**src/rtl/core/clqm_pkg.sv**
```systemverilog
// Shared types and constants for the circular linked queue manager.
// Holds transfer structs, status and action codes, and the microcode store.
// No dependencies.
package clqm_pkg;

	localparam int ID_W  = 4;
	localparam int ID_N  = 1 << ID_W;
	localparam int CNT_W = 5;
	localparam int UPC_W = 3;

	localparam logic [1:0] ACT_APPEND = 2'd0;
	localparam logic [1:0] ACT_REMOVE = 2'd1;
	localparam logic [1:0] ACT_TEST   = 2'd2;

	localparam logic [1:0] ST_OK         = 2'd0;
	localparam logic [1:0] ST_EMPTY      = 2'd1;
	localparam logic [1:0] ST_NOT_MEMBER = 2'd2;
	localparam logic [1:0] ST_LINKED     = 2'd3;

	typedef struct packed {
		logic [1:0]      action;
		logic [ID_W-1:0] element_id;
	} req_t;

	typedef struct packed {
		logic [1:0]       status;
		logic             found;
		logic [CNT_W-1:0] occupancy;
		logic [ID_W-1:0]  head_id;
	} rsp_t;

	typedef logic [UPC_W-1:0] upc_t;

	typedef enum logic [2:0] {
		OP_NONE,
		OP_WR_SELF,
		OP_RD_HEAD,
		OP_LINK_TAIL,
		OP_CLOSE_NEW,
		OP_DROP_LAST,
		OP_RD_ID,
		OP_UNLINK
	} dp_op_t;

	typedef enum logic [1:0] {
		SEQ_NEXT,
		SEQ_JUMP,
		SEQ_END
	} seq_t;

	typedef struct packed {
		dp_op_t op;
		seq_t   seq;
		upc_t   target;
	} uword_t;

	typedef struct packed {
		logic   busy;
		uword_t uword;
	} ctrl_t;

	// entry points
	localparam upc_t UPC_APP_EMPTY = 3'd0;
	localparam upc_t UPC_APP_TAIL  = 3'd1;
	localparam upc_t UPC_APP_LINK  = 3'd2;
	localparam upc_t UPC_APP_CLOSE = 3'd3;
	localparam upc_t UPC_REM_LAST  = 3'd4;
	localparam upc_t UPC_REM_MID   = 3'd5;
	localparam upc_t UPC_UNLINK    = 3'd6;
	localparam upc_t UPC_RESPOND   = 3'd7;

	function automatic uword_t ucode_rom(input upc_t upc);
		uword_t w;
		begin
			case (upc)
				UPC_APP_EMPTY: w = '{op: OP_WR_SELF,   seq: SEQ_JUMP, target: UPC_RESPOND};
				UPC_APP_TAIL:  w = '{op: OP_RD_HEAD,   seq: SEQ_NEXT, target: UPC_RESPOND};
				UPC_APP_LINK:  w = '{op: OP_LINK_TAIL, seq: SEQ_NEXT, target: UPC_RESPOND};
				UPC_APP_CLOSE: w = '{op: OP_CLOSE_NEW, seq: SEQ_JUMP, target: UPC_RESPOND};
				UPC_REM_LAST:  w = '{op: OP_DROP_LAST, seq: SEQ_JUMP, target: UPC_RESPOND};
				UPC_REM_MID:   w = '{op: OP_RD_ID,     seq: SEQ_NEXT, target: UPC_RESPOND};
				UPC_UNLINK:    w = '{op: OP_UNLINK,    seq: SEQ_NEXT, target: UPC_RESPOND};
				UPC_RESPOND:   w = '{op: OP_NONE,      seq: SEQ_END,  target: UPC_RESPOND};
				default:       w = '{op: OP_NONE,      seq: SEQ_END,  target: UPC_RESPOND};
			endcase
			return w;
		end
	endfunction

endpackage

```
**src/rtl/core/clqm_ram.sv**
```systemverilog
// Generic single write port RAM with one registered read port.
// No dependencies.
module clqm_ram #(
	parameter int WIDTH = 4,
	parameter int DEPTH = 16
) (
	input  logic                                   clk,
	input  logic                                   we,
	input  logic [((DEPTH > 1) ? $clog2(DEPTH) : 1)-1:0] waddr,
	input  logic [WIDTH-1:0]                       wdata,
	input  logic [((DEPTH > 1) ? $clog2(DEPTH) : 1)-1:0] raddr,
	output logic [WIDTH-1:0]                       rdata
);

	logic [WIDTH-1:0] mem_q [DEPTH];

	always_ff @(posedge clk) begin
		if (we) begin
			mem_q[waddr] <= wdata;
		end
		rdata <= mem_q[raddr];
	end

endmodule

```
**src/rtl/core/clqm_seq.sv**
```systemverilog
// Microcode sequencer: step counter, busy flag and control store lookup.
// Depends on clqm_pkg.
module clqm_seq (
	input  logic                clk,
	input  logic                arst_n,
	input  logic                start,
	input  clqm_pkg::upc_t      entry,
	input  logic                out_free,
	output clqm_pkg::ctrl_t     ctrl
);

	logic              busy_q;
	clqm_pkg::upc_t    upc_q;
	clqm_pkg::uword_t  uword;

	assign uword      = clqm_pkg::ucode_rom(upc_q);
	assign ctrl.busy  = busy_q;
	assign ctrl.uword = uword;

	always_ff @(posedge clk or negedge arst_n) begin
		if (!arst_n) begin
			busy_q <= 1'b0;
			upc_q  <= clqm_pkg::UPC_RESPOND;
		end else if (start) begin
			busy_q <= 1'b1;
			upc_q  <= entry;
		end else if (busy_q) begin
			case (uword.seq)
				clqm_pkg::SEQ_NEXT: begin
					upc_q <= upc_q + clqm_pkg::upc_t'(1);
				end
				clqm_pkg::SEQ_JUMP: begin
					upc_q <= uword.target;
				end
				clqm_pkg::SEQ_END: begin
					if (out_free) begin
						busy_q <= 1'b0;
					end
				end
				default: begin
					busy_q <= 1'b0;
				end
			endcase
		end
	end

endmodule

```
**src/rtl/core/circular_linked_queue_manager.sv**
```systemverilog
// Circular doubly linked queue manager, top level.
// Depends on clqm_pkg, clqm_seq and clqm_ram.
//
//   channel | signals                     | moves
//   req     | req_valid, req_stall, req   | one action on one element id
//   rsp     | rsp_valid, rsp_stall, rsp   | status, found, size and head
//
// One item at a time. After the accepting edge the microcode runs: append to a
// nonempty queue reads the head's prev link, links the tail, closes the ring;
// remove of an inner member reads its links, then unlinks; an empty append
// writes self links, a last remove drops it. The result lands in an output register;
// req_stall stays high until it does. A stalled rsp holds the last step.
// Reset clears member flags, head, count and control; link RAMs are not cleared.
module circular_linked_queue_manager #(
	parameter int POOL_SIZE = 16
) (
	input  logic            clk,
	input  logic            arst_n,
	input  logic            req_valid,
	output logic            req_stall,
	input  clqm_pkg::req_t  req,
	output logic            rsp_valid,
	input  logic            rsp_stall,
	output clqm_pkg::rsp_t  rsp
);

	localparam int MEM_N = (POOL_SIZE < clqm_pkg::ID_N) ? POOL_SIZE : clqm_pkg::ID_N;
	localparam int IDX_W = (MEM_N > 1) ? $clog2(MEM_N) : 1;
	localparam int CW    = clqm_pkg::CNT_W;

	clqm_pkg::ctrl_t  ctrl;
	logic             accept;
	logic             out_free;
	logic             finish;
	clqm_pkg::upc_t   entry;

	logic [IDX_W-1:0] req_idx;
	logic             in_pool;
	logic             is_mem;
	logic [1:0]       status_d;
	logic             found_d;

	logic [IDX_W-1:0] idx_q;
	logic [IDX_W-1:0] head_q;
	logic [IDX_W-1:0] tail_q;
	logic [CW-1:0]    count_q;
	logic [MEM_N-1:0] flag_q;
	logic [1:0]       status_q;
	logic             found_q;
	logic             rsp_valid_q;
	clqm_pkg::rsp_t   rsp_q;

	logic             nx_we, pv_we;
	logic [IDX_W-1:0] nx_waddr, nx_wdata, pv_waddr, pv_wdata;
	logic [IDX_W-1:0] nx_raddr, pv_raddr;
	logic [IDX_W-1:0] nx_rdata, pv_rdata;

	assign req_stall = ctrl.busy;
	assign accept    = req_valid && !req_stall;
	assign out_free  = !rsp_valid_q || !rsp_stall;
	assign finish    = ctrl.busy && (ctrl.uword.seq == clqm_pkg::SEQ_END) && out_free;
	assign rsp_valid = rsp_valid_q;
	assign rsp       = rsp_q;

	assign req_idx = IDX_W'(req.element_id);
	assign in_pool = 32'(req.element_id) < POOL_SIZE;
	assign is_mem  = in_pool && flag_q[req_idx];

	// classify the item and preset its status
	always_comb begin
		status_d = clqm_pkg::ST_OK;
		found_d  = 1'b0;
		entry    = clqm_pkg::UPC_RESPOND;
		case (req.action)
			clqm_pkg::ACT_APPEND: begin
				if (!in_pool) begin
					status_d = clqm_pkg::ST_NOT_MEMBER;
				end else if (is_mem) begin
					status_d = clqm_pkg::ST_LINKED;
				end else if (count_q == '0) begin
					entry = clqm_pkg::UPC_APP_EMPTY;
				end else begin
					entry = clqm_pkg::UPC_APP_TAIL;
				end
			end
			clqm_pkg::ACT_REMOVE: begin
				if (count_q == '0) begin
					status_d = clqm_pkg::ST_EMPTY;
				end else if (!is_mem) begin
					status_d = clqm_pkg::ST_NOT_MEMBER;
				end else if (count_q == CW'(1)) begin
					entry = clqm_pkg::UPC_REM_LAST;
				end else begin
					entry = clqm_pkg::UPC_REM_MID;
				end
			end
			clqm_pkg::ACT_TEST: begin
				if (count_q == '0) begin
					status_d = clqm_pkg::ST_EMPTY;
				end else begin
					found_d = is_mem;
				end
			end
			default: begin
				status_d = clqm_pkg::ST_OK;
			end
		endcase
	end

	clqm_seq u_seq (
		.clk      (clk),
		.arst_n   (arst_n),
		.start    (accept),
		.entry    (entry),
		.out_free (out_free),
		.ctrl     (ctrl)
	);

	// link RAM ports
	always_comb begin
		nx_we    = 1'b0;
		pv_we    = 1'b0;
		nx_waddr = idx_q;
		nx_wdata = idx_q;
		pv_waddr = idx_q;
		pv_wdata = idx_q;
		nx_raddr = idx_q;
		pv_raddr = idx_q;
		if (ctrl.busy) begin
			case (ctrl.uword.op)
				clqm_pkg::OP_WR_SELF: begin
					nx_we = 1'b1;
					pv_we = 1'b1;
				end
				clqm_pkg::OP_RD_HEAD: begin
					pv_raddr = head_q;
				end
				clqm_pkg::OP_LINK_TAIL: begin
					nx_we    = 1'b1;
					nx_waddr = pv_rdata;
					pv_we    = 1'b1;
					pv_waddr = head_q;
				end
				clqm_pkg::OP_CLOSE_NEW: begin
					nx_we    = 1'b1;
					nx_wdata = head_q;
					pv_we    = 1'b1;
					pv_wdata = tail_q;
				end
				clqm_pkg::OP_UNLINK: begin
					nx_we    = 1'b1;
					nx_waddr = pv_rdata;
					nx_wdata = nx_rdata;
					pv_we    = 1'b1;
					pv_waddr = nx_rdata;
					pv_wdata = pv_rdata;
				end
				default: begin
					nx_we = 1'b0;
				end
			endcase
		end
	end

	clqm_ram #(.WIDTH(IDX_W), .DEPTH(MEM_N)) u_next_ram (
		.clk   (clk),
		.we    (nx_we),
		.waddr (nx_waddr),
		.wdata (nx_wdata),
		.raddr (nx_raddr),
		.rdata (nx_rdata)
	);

	clqm_ram #(.WIDTH(IDX_W), .DEPTH(MEM_N)) u_prev_ram (
		.clk   (clk),
		.we    (pv_we),
		.waddr (pv_waddr),
		.wdata (pv_wdata),
		.raddr (pv_raddr),
		.rdata (pv_rdata)
	);

	// item registers, no reset
	always_ff @(posedge clk) begin
		if (accept) begin
			idx_q    <= req_idx;
			status_q <= status_d;
			found_q  <= found_d;
		end
		if (ctrl.busy && (ctrl.uword.op == clqm_pkg::OP_LINK_TAIL)) begin
			tail_q <= pv_rdata;
		end
		if (finish) begin
			rsp_q.status    <= status_q;
			rsp_q.found     <= found_q;
			rsp_q.occupancy <= count_q;
			rsp_q.head_id   <= (count_q == '0) ? '0 : clqm_pkg::ID_W'(head_q);
		end
	end

	// queue state
	always_ff @(posedge clk or negedge arst_n) begin
		if (!arst_n) begin
			head_q      <= '0;
			count_q     <= '0;
			flag_q      <= '0;
			rsp_valid_q <= 1'b0;
		end else begin
			if (ctrl.busy) begin
				case (ctrl.uword.op)
					clqm_pkg::OP_WR_SELF: begin
						head_q        <= idx_q;
						flag_q[idx_q] <= 1'b1;
						count_q       <= count_q + CW'(1);
					end
					clqm_pkg::OP_CLOSE_NEW: begin
						flag_q[idx_q] <= 1'b1;
						count_q       <= count_q + CW'(1);
					end
					clqm_pkg::OP_DROP_LAST: begin
						head_q        <= '0;
						flag_q[idx_q] <= 1'b0;
						count_q       <= '0;
					end
					clqm_pkg::OP_UNLINK: begin
						if (head_q == idx_q) begin
							head_q <= nx_rdata;
						end
						flag_q[idx_q] <= 1'b0;
						count_q       <= count_q - CW'(1);
					end
					default: begin
						count_q <= count_q;
					end
				endcase
			end
			if (finish) begin
				rsp_valid_q <= 1'b1;
			end else if (!rsp_stall) begin
				rsp_valid_q <= 1'b0;
			end
		end
	end

endmodule

```
**config.mk**
```make
export PLATFORM = sky130hd
export DESIGN_NAME = circular_linked_queue_manager
export DESIGN_NICKNAME = d
export VERILOG_FILES = /design/src/rtl/core/clqm_pkg.sv /design/src/rtl/core/clqm_ram.sv /design/src/rtl/core/clqm_seq.sv /design/src/rtl/core/circular_linked_queue_manager.sv
export SDC_FILE = /design/constraint.sdc
export NUM_CORES = 1
export LEC_CHECK = 0
export BUFFER_PORTS_ARGS = -buffer_cell sky130_fd_sc_hd__buf_2
export CORE_MARGIN = 2
export CORE_UTILIZATION = 58
export CTS_BUF_LIST = sky130_fd_sc_hd__clkbuf_4 sky130_fd_sc_hd__clkbuf_8
export DETAILED_ROUTE_END_ITERATION = 10
export PLACE_DENSITY = 0.78
export SYNTH_ARGS = -nofsm -noshare
export SYNTH_HDL_FRONTEND = slang
export SYNTH_HIERARCHICAL = 1
export SYNTH_SLANG_ARGS = --single-unit
```
**constraint.sdc**
```tcl
create_clock -name clk -period 3.1 [get_ports clk]
set_clock_uncertainty 0.1 [all_clocks]
set_input_delay 0.93 -clock clk [delete_from_list [all_inputs] [get_ports clk]]
set_output_delay 0.93 -clock clk [all_outputs]
set_load 0.01 [all_outputs]
```
# Word level (Yosys, flattened, before mapping)
# Memory sizes are Yosys's and may differ from the RTL's. A register that Yosys moved wholly into a read port is not among the register bits.
# Index checks and enable logic that the tools add are counted.
word_totals:
  reg_bits: 53
  mem_bits_rw: 128
  mem_bits_ro: 40
  inputBits: 10
  out_inout_bits: 14
  memories: 3
classes:
  addsub: 3
  n_lt_le_gt_ge: 3
  n_eq_ne: 14
  muxes: 42
  bitwise_logic: 4
  n_reduce_logical: 27
memory_table:
  columns: ["name", "words", "width", "read_ports", "rd_clocked_by_memory_dff", "wr", "line_no", "text"]
  rows:
  - ["u_next_ram.mem_q", 16, 4, 1, 1, 1, "clqm_ram.sv:15", "logic [WIDTH-1:0] mem_q [DEPTH];"]
  - ["u_prev_ram.mem_q", 16, 4, 1, 1, 1, "clqm_ram.sv:15", null]
  - ["(no name shown)", 8, 5, 1, 0, 0, "clqm_pkg.sv:75", "case (upc)"]
op_table:
  columns: ["op", "count"]
  rows:
  - ["$mux W4", 8]
  - ["$pmux W16 S2", 1]
  - ["$pmux W4 S2", 3]
  - ["$and A16 B16 Y16", 1]
  - ["$not A16 Y16", 1]
  - ["$or A16 B16 Y16", 1]
  - ["$pmux W5 S3", 1]
  - ["$mux W1", 14]
  - ["$pmux W3 S2", 2]
  - ["$pmux W4 S3", 1]
  - ["$lt A4 B5 Y1 const B", 2]
  - ["$mux W2", 5]
  - ["$reduce_or A2 Y1", 5]
  - ["$eq A3 B3 Y1 const B", 3]
  - ["$mux W3", 3]
  - ["$reduce_bool A3 Y1", 3]
  - ["$eq A3 B2 Y1 const B", 2]
  - ["$pmux W2 S3", 1]
  - ["$reduce_and A2 Y1", 3]
  - ["$add A5 B1 Y5 const B", 1]
  - ["$eq A5 B1 Y1 const B", 1]
  - ["$logic_and A1 B1 Y1", 5]
  - ["$logic_not A5 Y1", 1]
  - ["$sub A5 B1 Y5 const B", 1]
  - ["other kinds (18)", 24]

# Longest topological paths before layout
# Gate-level depths: netlist of the first run.
logic_depth:
  depth_word: 7
  ltp_mapped: 11
  depth_no_buf: 9

# Modules after synthesis
# Netlist of the first run, hierarchy kept.
by_module_without_submodules:
  columns: ["mod", "n_inst", "cells_per_inst", "area_each_um2", "seq_area_each_um2"]
  rows:
  - ["clqm_ram", 2, 130, 2666.3, 2001.9]
  - ["circular_linked_queue_manager", 1, 252, 2763.9, 1341.3]
  - ["clqm_seq", 1, 46, 405.4, 103.8]

# Worst setup path after synthesis of the first run
# Ideal clock, no wire load.
synth_path:
  kind: "register to register"
  startpoint: "register u_seq.upc_q[0]"
  endpoint: "memory u_next_ram.mem_q[0][0] (enable)"
  arrival_time_ns: 2.855
  t_required_ns: 2.639
  setup_slack_ns: -0.217
  path_stages_with_launch: 11
  n_path_buf: 2
  path_cell_list: "dfstp_2 ha_1 inv_1 mux2i_1 buf_2 nand2b_1 nor2_1 clkbuf_1 o21a_1 or3b_2 nor3_1"
synth_rtl:
  columns: ["element", "line_no", "text"]
  rows:
  - ["start: declaration", "clqm_seq.sv:13", "clqm_pkg::upc_t upc_q;"]
  - ["start signal: assignment", "clqm_seq.sv:23", "upc_q <= clqm_pkg::UPC_RESPOND;"]
  - ["start signal: assignment", "clqm_seq.sv:26", "upc_q <= entry;"]
  - ["start signal: assignment", "clqm_seq.sv:30", "upc_q <= upc_q + clqm_pkg::upc_t'(1);"]
  - ["end: declaration", "clqm_ram.sv:15", null]

==> flow_summary.json, run 1 <==
{
  "outcome": "finished clean",
  "grtUsageTotal": 0.224,
  "synthesis.nets": 572,
  "dp_hpwl_um": 11400,
  "die_area_mm2": 0.0156,
  "worst_pin_slew_ps": 706,
  "drtIter0Drc": 574,
  "drt-wirelength-per-cell_um": 21.0,
  "path_class": "flip-flop to flip-flop",
  "end_kind": "flip-flop",
  "finalHoldViolations": 0,
  "cts_sinks": 189,
  "drive_gt1_frac": 0.241,
  "rsz0062_at_grt": "yes",
  "finalHoldWorstSlack_ps": 327,
  "num_vias": 5005,
  "area_growth_pct": 11.1,
  "cts_max_level": 4,
  "grt_pass1_wl_um": 26900,
  "grt_max_degree": 31,
  "fin_ws_ps": 84.2,
  "drv_cap": 0,
  "dp_worst_setup_slack_ps": -34.9,
  "avgViaCountPerCell": 6.24,
  "path_max_fanout": 6,
  "nNetsFinal": 623,
  "holdCritPathClass": "flip-flop to flip-flop",
  "synth_area_per_cell_um2": 15.3,
  "fmax_ghz": 0.332,
  "worstPathRequired_ps": 3130,
  "worstSkewPairLatency_ps": 480,
  "min_from": "found_q$_SDFFCE_PP0P_",
  "cts-root-buf": "clkbuf_8",
  "numCtsBuffers": 17,
  "finalSetupViolCount": 0,
  "cp-start-kind": "flip-flop",
  "antenna_found_initial": 0,
  "die_h_um": 125,
  "path_clk_slew_ps": 100,
  "crit_arrival_ps": 3040,
  "yosysWarningCount": 6,
  "grt_pass1_vias": 5034,
  "timing.rr.start": "u_seq/upc_q[0]$_DFFE_PN1P_",
  "maxSlewViolCount": 0,
  "ios": 24,
  "antenna_left": 0,
  "fin_crit_sh": 0.973,
  "holdBufCountCts": 0,
  "num_antenna_cells": 0,
  "total_power_uw": 8620,
  "portBuffers": 23,
  "crit_start": "u_seq/upc_q[0]$_DFFE_PN1P_",
  "gp_congestion": 0.855,
  "syn_inst": 554,
  "grt_remaining_overflow": 0,
  "fp.dieW_um": 125,
  "first_pass_iters": 6,
  "power.static_leakage_uw": 0.00344,
  "power_density_mw_per_mm2": 915,
  "min_period_ps": 3020,
  "slew_headroom": 0.529,
  "cts_buffer_depth": 2,
  "drc": 0,
  "cts_tree": "done",
  "syn_area_mm2": 0.00848,
  "core_area_mm2": 0.0144,
  "start_util": 0.588,
  "ir_drop_mv": 0.457,
  "rows": 44,
  "wirelength_um": 16900
}
where the power goes:
| group | switching [uW] | internal, uW | leakage (uW) | total [uW] |
|---|---|---|---|---|
| combinational | 1770 | 1250 | 0.00143 | 3020 |
| clock | 867 | 855 | 0.000214 | 1720 |
| sequential | 345 | 3540 | 0.00180 | 3880 |
| total | 2980 | 5640 | 0.00344 | 8620 |
final cells by class:
| cell class | count | area (um^2) |
|---|---|---|
| timing repair buffer | 55 | 355 |
| multi-input combinational | 333 | 2930 |
| tap | 184 | 230 |
| sequential | 189 | 5450 |
| clock inverter | 12 | 155 |
| fill | 978 | 5000 |
| inverter | 9 | 33.8 |
| clock buffer | 20 | 269 |
critical path: stages (launching register included):
cell and delay [ps]:
dfstp_2 580, ha_1 170, inv_1 50, mux2i_1 270, nand2b_1 130, nor2_1 150, o21a_1 300, or3b_2 520
nor2_1 390
metrics by stage:
| step | utilization | area, um^2 | cells | setup TNS, ps |
|---|---|---|---|---|
| 3_3_place_gp | 0.618 | 8910 | 767 | 0 |
| 5_1_grt | 0.653 | 9420 | 802 | -2370 |
| 4_1_cts | 0.647 | 9340 | 799 | 0 |
| 2_1_floorplan | - | 8500 | 554 | 0 |
| 3_5_place_dp | 0.618 | 8910 | 767 | -39.4 |
| 6_report | 0.653 | 9420 | 802 | 0 |
state kept, by name, indices dropped and copies added, names as in the netlist, named ones only:
name	flops
status_q	2
found_q	1
tail_q	4
rsp	12
u_seq/busy_q	1
head_q	4
u_prev_ram/rdata	4
u_next_ram/rdata	4
idx_q	4
u_seq/upc_q	3
count_q	5
u_prev_ram/mem_q	64
u_next_ram/mem_q	64
rsp_valid	1
path summary, 6_finish.rpt:
path / to / slack [ps] / cells after the start
max: u_next_ram/mem_q[1][2]$_DFFE_PP_ / 80 / 8
min: rsp[9]$_DFFE_PP_ / 330 / 0
max reg2reg: u_next_ram/mem_q[1][2]$_DFFE_PP_ / 80 / 8
min reg2reg: rsp[9]$_DFFE_PP_ / 330 / 0
max in group asynchronous: async pin / 2050 / 1
min in group asynchronous: async pin / 400 / 1
routing by layer:
layer / vias up / part of all wire / GRT usage
li1: 2266 / - / -
met1: 2484 / 0.42 / 0.295
met2: 215 / 0.50 / 0.374
met3: 40 / 0.062 / 0.0498
met4: 0 / 0.022 / 0.0765
met5: - / 0 / 0
layout by cell type (no fill, tap or decap), drive strengths merged, types with 2 or more instances in the layout:
master and instances:
a21oi 11, a22oi 8, mux2i 10, nor4 2
a22o 12, o21ai 15, inv 13, clkbuf 20
clkinvlp 2, buf 55, a31oi 2, ha 8
nor3b 5, mux2 26, or3 3, nand4 2
edfxtp 151, nand2b 11, nand3 25, dfxtp 8
nor2 45, and2 2, dfstp 3, xor2 3
o211a 2, mux4 36, nor3 11, nand3b 9
or3b 2, and3 4, and2b 4, clkinv 3
dfrtp 27, nand2 51, nor2b 7, bufinv 3
o41ai 2, a21boi 2
repair_timing:
action,CTS,global route
gates cloned,0,1
gates resized for setup,1,20
setup buffers,0,2
pin swaps,0,1
setup endpoints to repair,4,123
No activity file was read; power rests on OpenSTA's default activity.
==> run 2, diff against run 1 <==
--- a/config.mk
+++ b/config.mk
@@ -8,8 +8,7 @@
 export BUFFER_PORTS_ARGS = -buffer_cell sky130_fd_sc_hd__buf_2
 export CORE_MARGIN = 2
-export CORE_UTILIZATION = 58
+export CORE_UTILIZATION = 35
 export CTS_BUF_LIST = sky130_fd_sc_hd__clkbuf_4 sky130_fd_sc_hd__clkbuf_8
 export DETAILED_ROUTE_END_ITERATION = 10
-export PLACE_DENSITY = 0.78
 export SYNTH_ARGS = -nofsm -noshare
 export SYNTH_HDL_FRONTEND = slang
==> constraint.sdc (replaced) <==
create_clock -name clk -period 3.1 [get_ports clk]
set_clock_uncertainty 0.1 [all_clocks]
set_input_delay 0.465 -clock clk [delete_from_list [all_inputs] [get_ports clk]]
set_output_delay 0.465 -clock clk [all_outputs]
set_load 0.01 [all_outputs]
==> run 2 against run 1 <==
Effect of this change:
- clock power rose by 3%
- maximum frequency increased by 0.34%
- sequential cell count is the same
- global-route usage decreased by 8.4 points
- die area grew 63%
- critical path type unchanged
- critical endpoint is now u_prev_ram/mem_q[1][1]$_DFFE_PP_
- largest power group unchanged
==> flow_summary.json, run 2 (synthesized netlist as in run 1, its figures left out) <==
{
  "fillers": 2151,
  "wirelength_um": 17400,
  "finish.utilization": 0.404,
  "start_util": 0.359,
  "dp_hpwl_um": 12100,
  "regToRegEndpoint": "u_prev_ram/mem_q[1][1]$_DFFE_PP_",
  "num_antenna_cells": 0,
  "hold_path_end": "idx_q[1]$_DFFE_PP_",
  "fmax_ghz": 0.333,
  "portBuffers": 23,
  "die_h_um": 160,
  "avgViaCountPerCell": 5.29,
  "cts-root-buf": "clkbuf_8",
  "cp_top_family": "simple AND/OR/NAND/NOR gates",
  "rsz0062_at_grt": "yes",
  "crit_slowest_cell": "dfstp_2",
  "p_seq_frac": 0.447,
  "antenna_left": 0,
  "drt-wirelength-per-cell_um": 18.7,
  "power.static_leakage_uw": 0.00343,
  "cp-start-kind": "flip-flop",
  "rows": 56,
  "finalSetupViolCount": 0,
  "cts_tree": "done",
  "post_cts_buffers": 0,
  "fp.dieW_um": 160,
  "grtUsageTotal": 0.140,
  "drv_cap": 0,
  "p_comb_frac": 0.346,
  "path_clk_slew_ps": 90,
  "rr_worst_depth": 7,
  "crit_start": "u_seq/upc_q[0]$_DFFE_PN1P_",
  "outcome": "finished clean",
  "cts_buffer_depth": 2,
  "crit_arrival_ps": 3030,
  "layout_commonest_cell": "edfxtp_1",
  "antenna_found_initial": 0,
  "fin_crit_sh": 0.970,
  "switchingPower_uw": 2970,
  "end_kind": "flip-flop",
  "die_area_mm2": 0.0255,
  "path_max_fanout": 8,
  "gp_congestion": 0.845,
  "nNetsFinal": 621,
  "hold_depth": 1,
  "drc": 0,
  "path_class": "flip-flop to flip-flop",
  "drive_gt1_frac": 0.215,
  "cpPeakStageDelay_ps": 580,
  "min_period_ps": 3010,
  "crit_buf_inv": 1,
  "drtIter0Drc": 447,
  "ios": 24,
  "grt_pass1_vias": 4936,
  "num_vias": 4940,
  "area_growth_pct": 12.5,
  "fin_cells": 934,
  "p_int_uw": 5640,
  "holdCritPathClass": "primary input to flip-flop",
  "slew_headroom": 0.532,
  "power_density_mw_per_mm2": 903,
  "cts_sinks": 189,
  "clkPwrFrac": 0.207,
  "dp.cells": 902,
  "layout_common_cells": "edfxtp_1, nand2_1, nor2_1",
  "grt_pass1_wl_um": 27400,
  "first_pass_iters": 5,
  "ir_drop_mv": 0.447,
  "finalHoldViolations": 0,
  "min_from": "req[1]",
  "cp_cell_sequence": "inv_1, ha_1, or2_4, nand3_1, o21ai_0, or3b_2, nor2_1",
  "grt_remaining_overflow": 0,
  "total_power_uw": 8610,
  "worstPathRequired_ps": 3120,
  "worst_pin_slew_ps": 702,
  "finalHoldWorstSlack_ps": 119,
  "worstSkewPairLatency_ps": 460,
  "cts_max_level": 4,
  "core_area_mm2": 0.0236,
  "swShare": 0.345,
  "numCtsBuffers": 17,
  "timing.rr.start": "u_seq/upc_q[0]$_DFFE_PN1P_",
  "reg2reg_slack_ps": 90,
  "finalSetupTns_ps": 0,
  "maxSlewViolCount": 0,
  "grt_max_degree": 31
}
[run 2: cell count changes in the layout (fill, tap and decap cells not counted), moves of 2 or more]
cell and delta:
nand2_1 +5, nand2_2 -5, nor2_1 +5, nor2_2 -5, a22oi_1 +2, a22oi_2 -2
buf_4 -2, clkbuf_8 -2, clkinv_2 -2, inv_6 +2, mux2_4 -2
[run 2: worst register-to-register path, delay by kind of cell, from the launching register on]
| kind | cells | cell delay, ps |
|---|---|---|
| and+or+nand+nor | 4 | 1450 |
| buffers and inverters | 1 | 70 |
| DFF | 1 | 580 |
| adders and majority gates | 1 | 210 |
| AOI/OAI and AO/OA | 1 | 260 |
[run 2: layer usage]
layer / vias to the layer above / GRT usage / share of wire
li1: 2253 / - / -
met1: 2514 / 0.177 / 0.44
met2: 145 / 0.236 / 0.50
met3: 28 / 0.0306 / 0.044
met4: 0 / 0.0525 / 0.019
met5: - / 0 / 0
[run 2: stage by stage]
stage          instance area (um^2)  setup slack, ps
6_report                       9540             94.3
3_5_place_dp                   9080             16.5
2_1_floorplan                  8500             33.2
5_1_grt                        9540            -1.56
4_1_cts                        9530            0.146
3_3_place_gp                   9080             97.4
[run 2: how the worst max path moves through the flow]
stage / depth (start not counted) / endpoint
final: 7 / u_prev_ram/mem_q[1][1]$_DFFE_PP_
after global routing: 7 / u_prev_ram/mem_q[1][1]$_DFFE_PP_
after CTS: 8 / u_prev_ram/rdata[3]$_DFF_P_
after detailed placement: 8 / u_prev_ram/rdata[3]$_DFF_P_
after global placement: 9 / u_prev_ram/rdata[3]$_DFF_P_
after floorplan: 10 / u_prev_ram/mem_q[0][0]$_DFFE_PP_
[run 2: repair_timing]
action                     4_1_cts  5_1_grt
hold buffers                     1        0
setup endpoints to repair        0       40
hold endpoints to repair        27        0
resized for setup                0        4
[run 2: area by class of cell]
class	count	area (um^2)	area share
inverters	9	33.8	0.00354
clock buffers	18	241	0.0253
well taps	319	399	0.0418
flip-flops and latches	189	5450	0.571
repair buffers	54	350	0.0367
multi-input cells	332	2860	0.300
clock inverters	13	201	0.0211
[run 2: power by group through the flow]
stage / registers [uW] / logic (uW) / clock network, uW
after floorplan: 3780 / 2120 / 0
after global placement: 3890 / 2880 / 0
after detailed placement: 3910 / 2970 / 0
after CTS: 3850 / 2980 / 1830
after global routing: 3910 / 3260 / 1930
final: 3850 / 2980 / 1780
